<file path="src/design/tbds_pkg.sv">
package tbds_pkg;

  // fixed constants of the shaper
  localparam int unsigned INIT_TOKENS = 1500;
  localparam int unsigned MAX_RESULTS = 32;
  localparam int unsigned MS_SCALE    = 1000;
  localparam int unsigned HALF_MS_DIV = 2000;
  localparam int unsigned FREQ_RESET  = 10000000;
  localparam int unsigned DIV_STEPS   = 96;

  // result kinds
  typedef enum logic [2:0] {
    KIND_ACCEPTED = 3'd0,
    KIND_LOST     = 3'd1,
    KIND_BUFFER   = 3'd2,
    KIND_FULL     = 3'd3,
    KIND_RELEASED = 3'd4
  } kind_t;

  // configuration register indexes
  typedef enum logic [2:0] {
    CFG_RATE      = 3'd0,
    CFG_LATENCY   = 3'd1,
    CFG_BUF_LIMIT = 3'd2,
    CFG_LOSS      = 3'd3,
    CFG_FREQ      = 3'd4
  } cfg_idx_t;

  // controller to datapath commands
  typedef struct packed {
    logic load;
    logic enq_do;
    logic el_cap;
    logic latch_time;
    logic mul_lo;
    logic mul_hi;
    logic mul_thr;
    logic div_init;
    logic div_step;
    logic tok_upd;
    logic mv_chk;
    logic rel_init;
    logic rel_dif;
    logic rel_mul;
    logic rel_adv;
    logic em_init;
    logic em_rd;
    logic em_out;
  } cmd_t;

  // datapath to controller status
  typedef struct packed {
    logic stored_zero;
    logic time_valid;
    logic div_last;
    logic mv_done;
    logic mv_block;
    logic scan_stop;
    logic rel_ok;
    logic scan_zero;
    logic res_last;
  } stat_t;

endpackage

</file>
<file path="src/design/tbds_ctrl.sv">
module tbds_ctrl import tbds_pkg::*; (
  input  logic  clk,
  input  logic  rst_n,
  input  logic  start,
  input  logic  in_mode,
  input  stat_t stat,
  output cmd_t  cmd,
  output logic  busy,
  output logic  out_valid
);

  typedef enum logic [4:0] {
    S_IDLE, S_ENQ, S_SHOW, S_TCHK, S_MUL_LO, S_MUL_HI, S_MUL_THR, S_DIV_INIT,
    S_DIV, S_TOK, S_MV_RD, S_MV_CHK, S_REL_INIT, S_REL_RD, S_REL_DIF,
    S_REL_MUL, S_REL_CMP, S_EM_INIT, S_EM_RD, S_EM_OUT
  } state_t;

  state_t state_r, state_nxt;
  logic   busy_r, valid_r;

  // next state and commands
  always_comb begin
    cmd       = '0;
    state_nxt = state_r;
    unique case (state_r)
      S_IDLE: begin
        if (start) begin
          cmd.load  = 1'b1;
          state_nxt = in_mode ? S_TCHK : S_ENQ;
        end
      end
      S_ENQ: begin
        cmd.enq_do = 1'b1;
        state_nxt  = S_SHOW;
      end
      S_SHOW: begin
        state_nxt = stat.res_last ? S_IDLE : S_EM_RD;
      end
      S_TCHK: begin
        cmd.el_cap = 1'b1;
        if (stat.stored_zero) begin
          state_nxt = S_IDLE;
        end else if (!stat.time_valid) begin
          cmd.latch_time = 1'b1;
          state_nxt      = S_IDLE;
        end else begin
          state_nxt = S_MUL_LO;
        end
      end
      S_MUL_LO: begin
        cmd.mul_lo = 1'b1;
        state_nxt  = S_MUL_HI;
      end
      S_MUL_HI: begin
        cmd.mul_hi = 1'b1;
        state_nxt  = S_MUL_THR;
      end
      S_MUL_THR: begin
        cmd.mul_thr = 1'b1;
        state_nxt   = S_DIV_INIT;
      end
      S_DIV_INIT: begin
        cmd.div_init = 1'b1;
        state_nxt    = S_DIV;
      end
      S_DIV: begin
        cmd.div_step = 1'b1;
        if (stat.div_last) begin
          state_nxt = S_TOK;
        end
      end
      S_TOK: begin
        cmd.tok_upd = 1'b1;
        state_nxt   = S_MV_RD;
      end
      S_MV_RD: begin
        state_nxt = stat.mv_done ? S_REL_INIT : S_MV_CHK;
      end
      S_MV_CHK: begin
        cmd.mv_chk = 1'b1;
        state_nxt  = stat.mv_block ? S_REL_INIT : S_MV_RD;
      end
      S_REL_INIT: begin
        cmd.rel_init = 1'b1;
        state_nxt    = S_REL_RD;
      end
      S_REL_RD: begin
        state_nxt = stat.scan_stop ? S_EM_INIT : S_REL_DIF;
      end
      S_REL_DIF: begin
        cmd.rel_dif = 1'b1;
        state_nxt   = S_REL_MUL;
      end
      S_REL_MUL: begin
        cmd.rel_mul = 1'b1;
        state_nxt   = S_REL_CMP;
      end
      S_REL_CMP: begin
        if (stat.rel_ok) begin
          cmd.rel_adv = 1'b1;
          state_nxt   = S_REL_RD;
        end else begin
          state_nxt = S_EM_INIT;
        end
      end
      S_EM_INIT: begin
        if (stat.scan_zero) begin
          state_nxt = S_IDLE;
        end else begin
          cmd.em_init = 1'b1;
          state_nxt   = S_EM_RD;
        end
      end
      S_EM_RD: begin
        cmd.em_rd = 1'b1;
        state_nxt = S_EM_OUT;
      end
      S_EM_OUT: begin
        cmd.em_out = 1'b1;
        state_nxt  = S_SHOW;
      end
      default: state_nxt = S_IDLE;
    endcase
  end

  // state and registered handshake outputs
  always_ff @(posedge clk) begin
    if (!rst_n) begin
      state_r <= S_IDLE;
      busy_r  <= 1'b0;
      valid_r <= 1'b0;
    end else begin
      state_r <= state_nxt;
      busy_r  <= state_nxt != S_IDLE;
      valid_r <= state_nxt == S_SHOW;
    end
  end

  assign busy      = busy_r;
  assign out_valid = valid_r;

endmodule

</file>
<file path="config.mk">
export PLATFORM = sky130hd
export DESIGN_NAME = tbds_ctrl
export DESIGN_NICKNAME = d
export VERILOG_FILES = /design/src/design/tbds_pkg.sv /design/src/design/tbds_ctrl.sv
export SDC_FILE = /design/constraint.sdc
export NUM_CORES = 1
export LEC_CHECK = 0
export BUFFER_PORTS_ARGS = -buffer_cell sky130_fd_sc_hd__buf_2
export CELL_PAD_IN_SITES_DETAIL_PLACEMENT = 0
export CELL_PAD_IN_SITES_GLOBAL_PLACEMENT = 1
export CORE_MARGIN = 4
export CORE_UTILIZATION = 29
export DETAILED_ROUTE_END_ITERATION = 10
export PLACE_DENSITY = 0.87
export SLEW_MARGIN = 10
export SYNTH_ARGS = -nofsm -noshare
export SYNTH_HDL_FRONTEND = slang
export SYNTH_SLANG_ARGS = --single-unit
</file>
<file path="constraint.sdc">
create_clock -name clk -period 1.43 [get_ports clk]
set_input_delay 0.143 -clock clk [delete_from_list [all_inputs] [get_ports clk]]
set_output_delay 0.143 -clock clk [all_outputs]
set_load 0.01 [all_outputs]
</file>
# Word-level counts from Yosys, hierarchy flattened
# Cells that the tools add are included.
# totals
ff_bits	7
inputBits	13
output_inout_bits	20
elab_cells	60
# op_classes
n_eq_ne	20
muxes	34
reduce_logical	3
# op_table
op	count
5-bit one-hot mux with 19 select lines	1
5-bit by 4-bit equality test with 1-bit output, second input constant	8
5-bit 2-to-1 mux	7
1-bit 2-to-1 mux	21
5-bit by 3-bit equality test with 1-bit output, second input constant	4
5-bit equality test, second input constant	4
5-bit by 2-bit equality test with 1-bit output, second input constant	3
3-bit 2-to-1 mux	3
5-bit by 1-bit equality test with 1-bit output, second input constant	1
5-bit logical NOT	1
5-bit nonzero test	1
2-bit 2-to-1 mux	2
2-bit OR reduction	1

# Longest topological paths before layout
# Gate-level depths: netlist (run 1).
# depth
ltp_word	4
mapped_depth	7
mapped_depth_nobuf	5

# Worst setup path before layout (run 1)
# Ideal clock, no wire load.
# synth_timing
path_kind	register to register
startpoint	reg state_r[2]
endpoint	reg busy_r (netlist: busy)
t_arrival_ns	1.449
t_required_ns	1.310
slack_ns	-0.139
path_stages_with_launch	7
path_cell_list	dfxtp_1 buf_4 nand2b_2 nor2_1 a221oi_2 nand4_1 o31a_1
# synth_via
elab_chain_len	4
elab_cells_between_ends	25
# synth_lines
item	line_no	rtl
from (decl)	tbds_ctrl.sv:18	state_t state_r, state_nxt;
from (signal assigned)	tbds_ctrl.sv:133	state_r <= state_nxt;
5-bit equality test or 5-bit by 1-bit equality test with 1-bit output (tied branches)	tbds_ctrl.sv:25	unique case (state_r)
2-bit OR reduction (no source line)	n/a	
5-bit one-hot mux with 19 select lines (*)	tbds_ctrl.sv:25	
5-bit nonzero test (*)	tbds_ctrl.sv:134	busy_r <= state_nxt != S_IDLE;
to (signal assigned)	tbds_ctrl.sv:130	busy_r <= 1'b0;
to (signal assigned)	tbds_ctrl.sv:134	
to (decl)	tbds_ctrl.sv:19	logic busy_r, valid_r;
# Mark *: on every way between the ends. The rest lies on a longest branch, timed or not.
# A chain may end at the register's enable or synchronous reset.

# Worst setup path after layout (run 1)
# layout_timing
startpoint	reg state_r[1]
endpoint	reg valid_r (netlist: out_valid)
# layout_via
elab_chain_len	4
elab_cells_between_ends	25
# layout_lines
item	line_no	rtl
5-bit equality test or 5-bit by 1-bit equality test with 1-bit output (tied branches)	tbds_ctrl.sv:25	
2-bit OR reduction (no source line)	n/a	
5-bit one-hot mux with 19 select lines (*)	tbds_ctrl.sv:25	
5-bit by 2-bit equality test with 1-bit output (*)	tbds_ctrl.sv:135	valid_r <= state_nxt == S_SHOW;
to (signal assigned)	tbds_ctrl.sv:131	valid_r <= 1'b0;
to (signal assigned)	tbds_ctrl.sv:135	
to (decl)	tbds_ctrl.sv:19	
# Marked as above.

==> reports/results.md, run 1 <==
Run status
- finished with violations — status
- negative setup slack — failing checks

Timing
- 0 — count of final hold-check violations
- 1720 ps — time the final worst path needs with I/O delays and setup
- true — setup repair after global routing missed its margin
- 0.582 GHz — maximum frequency from static timing analysis
- 75.7% — headroom to the max-slew limit
- 21 — Final setup violation count
- -287 ps — min setup slack post-route
- 120% — Tcrit/Tclk final
- 185 ps — hold slack
- 2.79 ps — final clock skew
- 356 ps — slew at the pin with the worst max-slew slack
- -2320 ps — total negative setup slack
- 0 — Pins Over Slew Limit

Synthesis
- simple AND/OR/NAND/NOR gates — main combinational cell family by area after synthesis
- 18.8% — sequential-to-total area share from yosys stat
- 7 — flip-flop and latch count after synthesis
- sky130_fd_sc_hd__dfxtp_1 (19%), sky130_fd_sc_hd__nor2_1 (7.1%), sky130_fd_sc_hd__nor2b_1 (5.0%), sky130_fd_sc_hd__nor4_1 (4.2%), sky130_fd_sc_hd__buf_2 (3.4%) — biggest area contributors in the synthesized netlist
- 18.8% — Yosys top cell area share
- sky130_fd_sc_hd__nor2_1 (14), sky130_fd_sc_hd__dfxtp_1 (7), sky130_fd_sc_hd__nor2b_1 (6) — most common library cells after synthesis
- 47 — distinct cell type count of the synthesized netlist
- 0% — post-synthesis share of cell area spent on full adders, half adders and majority gates
- sky130_fd_sc_hd__dfxtp_1 — Top FF cell, synth
- 111 — syn_nets
- 0 — number of enable-type register cells in the synthesized netlist
- 98 — Gate Count Post-Synth
- 19.5% — compound-cell area share of the yosys netlist
- 744 sq um — cell area after synthesis
- sky130_fd_sc_hd__nor2_1 — most repeated cell in the gate-level netlist after synthesis
- 0 — count of warnings emitted by yosys
- 7.60 sq um — syn_area_per_cell
- sky130_fd_sc_hd__dfxtp_1 — top cell type by total area after synthesis
- 0% — mux share of post-synthesis cell area
- 52.1% — synthesized-area fraction occupied by and/or/nand/nor cells
- 1.18% — synthesized-area fraction occupied by xor and xnor cells
- 0% — ys async rst share

Worst setup path
- 1580 ps — data required time of the worst path
- flip-flop — CP Launch Type
- flip-flop — category of the worst setup path capture point
- 7 — maximum fanout count along the critical path
- reg -> reg — Setup CP Type
- 1860 ps — critical path arrival

Job
- 0 — max-capacitance violation count

Floorplan
- 3440 sq um — area of the die
- 2450 sq um — core outline area
- 18 — standard-cell row count
- 58.7 um — Die H
- 58.7 um — floorplan die width
- 33 — top-level port count
- 30.3% — initial standard-cell utilization of the core

Drt
- 1063 — Vias
- 36 — Iteration-0 DRC Markers
- 16.9 um — average wire per cell in the routed design
- 0 — Antenna Violating Nets Remaining
- 3.33 mm — total wirelength of the detailed-routed design
- 4 — router iterations before antenna repair
- 5.40 — ratio of routed vias to standard cells
- 0 — DRC violations left

GRT
- 1082 — vias in the first global route
- 4.66 mm — global-route wire length before repair
- 17.4% — Total Routing Usage GR
- 0 — grt total ovfl
- 13 — maximum number of pins on one net before global-route repair
- 0 — antenna violations before repair

Place
- 1.93 mm — half-perimeter wire length after detailed placement
- 0.821 — RD Place Congestion
- 180 — number of instances in the placed design
- 32 — count of input and output buffers

Clock tree
- 1 — Max H-tree Level
- sky130_fd_sc_hd__clkbuf_4 — clock root buffer
- 3 — TritonCTS Buffers
- 7 — total number of clock tree sinks
- 2 — Bufs on Longest Clock Path
- 250 ps — clock latency at the later pin of the worst-skew pair
- 50 ps — clock input transition at the sequential cells of the worst setup and hold paths
- 0 — CTS hold repair buffers
- done — clock tree from TritonCTS

Min path
- in -> reg — class of the tightest hold or removal check

Power and ir drop
- 38.4% — switching share of total power
- 0.441 mW — sw power
- 1.15 mW — final total power
- 778 nW/um^2 — power density over the cells
- 24.3% — Flop pwr share
- 0.708 mW — internal power consumption
- 0.620 mV — largest voltage drop on the vdd net
- 0.661 nW — static leakage power
- 15.5% — share of total power in the clock network
- 60.2% — Comb pwr share

Final layout
- 219 — number of fillers in the final layout
- 98.5% — area growth from synthesis to final layout
- 197 — number of standard cells in the final layout excluding fillers
- 181 — # nets final
- 0 — ANT cells
- 73.7% — layout cells sized above 1

==> stage by stage <==
| stage | worst slack [ps] | utilization [%] | instance area (sq um) |
|---|---|---|---|
| 4_1_cts | -220 | 54.4 | 1340 |
| 3_3_place_gp | -273 | 45.3 | 1110 |
| 5_1_grt | -333 | 60.2 | 1480 |
| 6_report | -287 | 60.2 | 1480 |
| 2_1_floorplan | -27.9 | - | 767 |
| 3_5_place_dp | -321 | 45.3 | 1110 |
==> critical path, stage by stage (launching register included) <==
cell and delay, ps:
sky130_fd_sc_hd__dfxtp_4 370, sky130_fd_sc_hd__or4b_4 520, sky130_fd_sc_hd__o22a_1 290, sky130_fd_sc_hd__o311a_4 160, sky130_fd_sc_hd__nand4_1 130, sky130_fd_sc_hd__buf_4 130, sky130_fd_sc_hd__nor2b_2 30
==> cells by family after synthesis <==
| kind of cell | Yosys count |
|---|---|
| AO/OA/AOI/OAI | 17 |
| XOR/XNOR | 1 |
| AND/OR/NAND/NOR | 62 |
| buffers and inverters | 11 |
| flip-flops | 7 |
==> registers in the layout, indices dropped and copies added (netlist names) <==
register,cells
state_r,5
busy,1
out_valid,1
==> path summary, 6_finish.rpt <==
check	from	endpoint	slack, ps	cells after the start
worst max register to register	state_r[1]	out_valid	-290	6
worst min register to register	state_r[1]	state_r[2]	830	4
worst max-delay path	state_r[1]	out_valid	-290	6
worst min-delay path	rst_n	busy	190	2
==> cell usage in the layout, fill, tap and decap left out, types with 2 or more instances in the layout <==
master                      n
sky130_fd_sc_hd__o21ai_1    2
sky130_fd_sc_hd__nor2_1     8
sky130_fd_sc_hd__buf_6     10
sky130_fd_sc_hd__and3_1     2
sky130_fd_sc_hd__buf_4     30
sky130_fd_sc_hd__nor3_2     3
sky130_fd_sc_hd__nand2_1    3
sky130_fd_sc_hd__nor2_2     6
sky130_fd_sc_hd__buf_2     32
sky130_fd_sc_hd__inv_2      2
sky130_fd_sc_hd__nor2b_1    5
sky130_fd_sc_hd__nand2_2    2
sky130_fd_sc_hd__nand2b_4   3
sky130_fd_sc_hd__a211oi_2   3
sky130_fd_sc_hd__dfxtp_1    2
sky130_fd_sc_hd__nand3b_1   2
sky130_fd_sc_hd__clkbuf_4   3
sky130_fd_sc_hd__nand4_1    2
sky130_fd_sc_hd__nor4_2     5
sky130_fd_sc_hd__dfxtp_4    5
==> area by class of cell <==
cell class | instances | area (sq um) | share of cell area, %
multi-input combinational | 80 | 728 | 49.3
inverter | 3 | 13.8 | 0.931
sequential | 7 | 159 | 10.8
tap | 30 | 37.5 | 2.54
clock buffer | 4 | 26.3 | 1.78
timing repair buffer | 73 | 513 | 34.7
==> routing by layer <==
metal,track usage (%),vias to the layer above,part of all wire [%]
li1,-,500,-
met4,9.71,0,0
met5,0,-,0
met1,18.7,517,37
met2,33.0,46,58
met3,1.32,0,5.5
==> repair_timing <==
| item | CTS | global route |
|---|---|---|
| gates resized for setup | 31 | 30 |
| endpoints found under the setup margin | 25 | 25 |
| pin swaps | 9 | 4 |
| setup buffers | 10 | 3 |
| gates cloned | 0 | 0 |
==> power by group through the flow <==
stage,registers [mW],clock network (mW),logic (mW)
2_1_floorplan,0.253,0,0.292
3_3_place_gp,0.281,0,0.431
3_5_place_dp,0.284,0,0.443
4_1_cts,0.274,0.183,0.587
5_1_grt,0.282,0.193,0.734
6_report,0.279,0.179,0.691
Power figures use the tool's default switching activity.
==> run 2: changes to the inputs <==
- CORE_UTILIZATION: 29 -> 34
- PLACE_DENSITY: 0.87 -> 0.94
- clock period: 1.43 -> 2.1 ns (I/O delays scaled with it)
==> run 2 against run 1 <==
- the run now ends clean
- maximum frequency shrank 13%
- sequential power fell by 27%
- critical path depth is 1 lower
- total power shrank 53%
- hold slack gained 45 ps
- first-iteration DRC count fell by 67%
- core utilization shrank 14 points
- final cell count fell by 20%
- setup slack improved by 410 ps
- combinational power decreased by 68%
- clock-buffer cell count stayed put
- via count shrank 21%
==> reports/results.md, run 2 (synthesis results as in run 1) <==
Final layout
- 231 — number of fillers in the final layout
- state_r — Biggest register
- 26.7% — area growth from synthesis to final layout
- 5 — number of flip-flops under the largest register name
- 0 — ANT cells
- sky130_fd_sc_hd__buf_2 (32), sky130_fd_sc_hd__nor2_1 (14), sky130_fd_sc_hd__dfxtp_1 (7) — most frequent cells in the layout
- 38.5% — layout cells sized above 1
- 144 — # nets final
- 542 sq um — Multi-input gate area
- sky130_fd_sc_hd__buf_2 — most common library cell in the layout ignoring fill and taps
- 157 — number of standard cells in the final layout excluding fillers
- 140 sq um — area occupied by registers

Worst setup path
- sky130_fd_sc_hd__dfxtp_1 — cell with the biggest individual delay on the critical path
- compound AO/OA/AOI/OAI gates — crit-path leading delay family
- reg -> reg — Setup CP Type
- 710 ps — Largest stage delay, worst path
- 0 — Bufs and invs on worst path
- nand2_2, a32o_1, a221oi_2, nand4_1, o31a_1 — crit path cell chain
- 2240 ps — data required time of the worst path
- flip-flop — CP Launch Type
- flip-flop — category of the worst setup path capture point
- 18 — maximum fanout count along the critical path
- 2110 ps — critical path arrival

Drt
- 845 — Vias
- 4 — router iterations before antenna repair
- 13.7 um — average wire per cell in the routed design
- 12 — Iteration-0 DRC Markers
- 5.38 — ratio of routed vias to standard cells
- 0 — DRC violations left
- 2.14 mm — total wirelength of the detailed-routed design
- 0 — Antenna Violating Nets Remaining

Job
- 0 — max-capacitance violation count

Clock tree
- 0 — CTS hold repair buffers
- 0 — total setup buffers inserted after CTS
- 3 — TritonCTS Buffers
- 50 ps — clock input transition at the sequential cells of the worst setup and hold paths
- 7 — total number of clock tree sinks
- 1 — Max H-tree Level
- 2 — Bufs on Longest Clock Path
- done — clock tree from TritonCTS
- 0 — Post-CTS Resized
- sky130_fd_sc_hd__clkbuf_4 — clock root buffer
- 250 ps — clock latency at the later pin of the worst-skew pair

Place
- 1.67 mm — half-perimeter wire length after detailed placement
- 32 — count of input and output buffers
- 150 ps — worst slack at placement
- 0.830 — RD Place Congestion
- 153 — number of instances in the placed design

Power and ir drop
- 0.542 mW — final total power
- 0.414 nW — static leakage power
- 575 nW/um^2 — power density over the cells
- 0.373 mV — largest voltage drop on the vdd net

Floorplan
- 3000 sq um — area of the die
- 54.8 um — floorplan die width
- 2020 sq um — core outline area
- 54.8 um — Die H
- 36.8% — initial standard-cell utilization of the core
- 33 — top-level port count
- 16 — standard-cell row count

Min path
- in -> reg — class of the tightest hold or removal check

Timing
- 58.6% — headroom to the max-slew limit
- 621 ps — slew at the pin with the worst max-slew slack
- false — setup repair after global routing missed its margin
- 0 — Pins Over Slew Limit
- 94.0% — Tcrit/Tclk final
- 0 — Final setup violation count
- 0 ps — total negative setup slack
- 0.507 GHz — maximum frequency from static timing analysis
- 1970 ps — time the final worst path needs with I/O delays and setup
- 0 — count of final hold-check violations
- 127 ps — min setup slack post-route
- 2.15 ps — final clock skew

Run status
- finished, final reports clean — status

GRT
- 0 — grt total ovfl
- 20 — maximum number of pins on one net before global-route repair
- 767 — vias in the first global route
- 0 — antenna violations before repair
- 3.37 mm — global-route wire length before repair
- 15.4% — Total Routing Usage GR

[run 2: power breakdown]
| part | internal [mW] | switching (mW) | leakage [nW] |
|---|---|---|---|
| clock network | 0.0722 | 0.0448 | 0.0150 |
| registers | 0.153 | 0.0501 | 0.0574 |
| logic | 0.113 | 0.109 | 0.341 |
| total | 0.338 | 0.204 | 0.414 |
[run 2: layout make-up]
type,count,area share (%)
tap,27,3.58
inverter,3,1.19
timing repair buffer,36,20.2
multi-input combinational,80,57.4
sequential,7,14.9
clock buffer,4,2.79
[run 2: per-layer routing]
metal,vias up,part of all wire [%],track usage [%]
li1,432,-,-
met1,383,47,19.8
met2,27,46,25.2
met3,3,6.1,1.63
met4,0,1.4,7.47
met5,-,0,0
[run 2: worst paths after layout]
path              start          to  slack (ps)  cells past startpoint
min               rst_n        busy         230                      2
max reg2reg  state_r[0]        busy         130                      5
min reg2reg  state_r[4]  state_r[2]         870                      4
max          state_r[0]        busy         130                      5
[run 2: per-stage QoR]
step	hold slack, ps	area [sq um]	util [%]
after detailed placement	493	917	45.4
after global routing	236	943	46.7
after floorplan	335	744	-
after global placement	478	917	45.4
after CTS	225	943	46.7
final	230	943	46.7
==> run 3: changes to the inputs <==
- CORE_UTILIZATION: 34 -> 29
- PLACE_DENSITY: 0.94 -> 0.87
- clock period: 2.1 -> 1.64 ns (I/O delays scaled with it)
==> run 3 against run 2 <==
- the run now ends with negative setup slack left
- sequential share of layout area down 2.5 points
- setup slack got worse by 200 ps
- hold slack worse by 52 ps
- core utilization is 5.5 points higher
- total power increased by 65%
- critical path type unchanged
==> reports/results.md, run 3 (synthesis results as in run 1) <==
Run status
- finished with violations — status
- negative setup slack — failing checks

Timing
- 1710 ps — time the final worst path needs with I/O delays and setup
- 6 — Final setup violation count
- -73.9 ps — min setup slack post-route
- 64.6% — headroom to the max-slew limit
- 0.583 GHz — maximum frequency from static timing analysis
- 518 ps — slew at the pin with the worst max-slew slack
- 105% — Tcrit/Tclk final
- true — setup repair after global routing missed its margin
- 0 — count of final hold-check violations
- 3.84 ps — final clock skew
- 0 — Pins Over Slew Limit

Clock tree
- sky130_fd_sc_hd__clkbuf_4 — clock root buffer
- 1 — Max H-tree Level
- 50 ps — clock input transition at the sequential cells of the worst setup and hold paths
- 2 — Bufs on Longest Clock Path
- 260 ps — clock latency at the later pin of the worst-skew pair
- 3 — TritonCTS Buffers
- done — clock tree from TritonCTS
- 0 — CTS hold repair buffers
- 7 — total number of clock tree sinks

Drt
- 13.5 um — average wire per cell in the routed design
- 5.14 — ratio of routed vias to standard cells
- 992 — Vias
- 0 — DRC violations left
- 2.61 mm — total wirelength of the detailed-routed design
- 0 — Antenna Violating Nets Remaining
- 10 — Iteration-0 DRC Markers
- 2 — router iterations before antenna repair

Place
- 0.867 — RD Place Congestion
- 1.96 mm — half-perimeter wire length after detailed placement
- 181 — number of instances in the placed design
- 32 — count of input and output buffers

Power and ir drop
- 696 nW/um^2 — power density over the cells
- 0.892 mW — final total power
- 0.461 mV — largest voltage drop on the vdd net
- 0.591 nW — static leakage power

Job
- 0 — max-capacitance violation count

GRT
- 991 — vias in the first global route
- 0 — antenna violations before repair
- 14.8% — Total Routing Usage GR
- 4.04 mm — global-route wire length before repair
- 0 — grt total ovfl
- 15 — maximum number of pins on one net before global-route repair

Floorplan
- 18 — standard-cell row count
- 33 — top-level port count
- 58.7 um — Die H
- 58.7 um — floorplan die width
- 2450 sq um — core outline area
- 30.3% — initial standard-cell utilization of the core
- 3440 sq um — area of the die

Final layout
- 177 — # nets final
- 5 — number of flip-flops under the largest register name
- 60.1% — layout cells sized above 1
- 52.2% — final core utilization
- sky130_fd_sc_hd__buf_4 (35), sky130_fd_sc_hd__buf_2 (32), sky130_fd_sc_hd__nor2_1 (11) — most frequent cells in the layout
- 72.1% — area growth from synthesis to final layout
- 0 — ANT cells
- state_r — Biggest register
- 193 — number of standard cells in the final layout excluding fillers
- sky130_fd_sc_hd__buf_4 — most common library cell in the layout ignoring fill and taps

Worst setup path
- flip-flop — category of the worst setup path capture point
- 1790 ps — data required time of the worst path
- 1870 ps — critical path arrival
- 5 — maximum fanout count along the critical path
- reg -> reg — Setup CP Type
- flip-flop — CP Launch Type

Min path
- in -> reg — class of the tightest hold or removal check

## run 3: cell types whose count changed in the layout (fill, tap and decap cells not counted), moves of 2 or more
cell / previous run / this run
sky130_fd_sc_hd__buf_6: 0 / 2
sky130_fd_sc_hd__nor2_2: 0 / 3
sky130_fd_sc_hd__a211oi_2: 0 / 2
sky130_fd_sc_hd__nor4_1: 5 / 3
sky130_fd_sc_hd__dfxtp_1: 7 / 2
sky130_fd_sc_hd__dfxtp_4: 0 / 5
sky130_fd_sc_hd__a211oi_1: 3 / 1
sky130_fd_sc_hd__nor2_1: 14 / 11
sky130_fd_sc_hd__buf_4: 4 / 35
## run 3: layer usage
metal	up-vias	part of all wire, %	global-route usage [%]
met1	465	39	16.0
met5	-	0	0
met2	27	54	27.4
met3	7	5.1	2.41
li1	493	-	-
met4	0	2.5	7.77
## run 3: critical path, stage by stage, from the launching register on
cell	delay, ps
sky130_fd_sc_hd__dfxtp_4	360
sky130_fd_sc_hd__buf_6	130
sky130_fd_sc_hd__or4b_4	480
sky130_fd_sc_hd__o22a_1	250
sky130_fd_sc_hd__o311a_4	130
sky130_fd_sc_hd__nand4_1	110
sky130_fd_sc_hd__buf_4	110
sky130_fd_sc_hd__nor2b_1	30
## run 3: metrics by stage
| stage | setup WS (ps) | hold slack, ps | area (sq um) | setup TNS [ps] |
|---|---|---|---|---|
| CTS | -68.2 | 174 | 1230 | -235 |
| finish | -73.9 | 179 | 1280 | -119 |
| global route | -103 | 191 | 1280 | -560 |
| detailed placement | -188 | 447 | 1110 | -382 |
| floorplan | 70.9 | 289 | 744 | 0 |
| global placement | -181 | 436 | 1110 | -366 |
## run 3: power by group
group	internal, mW	switching [mW]	leakage, nW
clock	0.0928	0.0640	0.0150
combinational	0.280	0.217	0.515
sequential	0.198	0.0400	0.0610
total	0.571	0.321	0.591
## run 3: worst paths after layout
kind | slack (ps) | start | cells after the start | to
worst max register to register | -70 | state_r[1] | 7 | out_valid
worst min-delay path | 180 | rst_n | 2 | busy
worst max-delay path | -70 | state_r[1] | 7 | out_valid
worst min register to register | 790 | state_r[4] | 4 | state_r[2]
## run 3: what timing repair did
action                                  CTS  global route
pin swaps                                 4             7
endpoints found under the setup margin   17            14
endpoints found under the hold margin     0             0
setup buffers                             5             3
gates resized for setup                  17             8
## run 3: cell type report
cell class | instances | area [sq um]
timing repair buffer | 69 | 445
fill | 234 | 1170
multi-input combinational | 80 | 602
sequential | 7 | 159
inverter | 3 | 11.3
clock buffer | 4 | 26.3
tap | 30 | 37.5
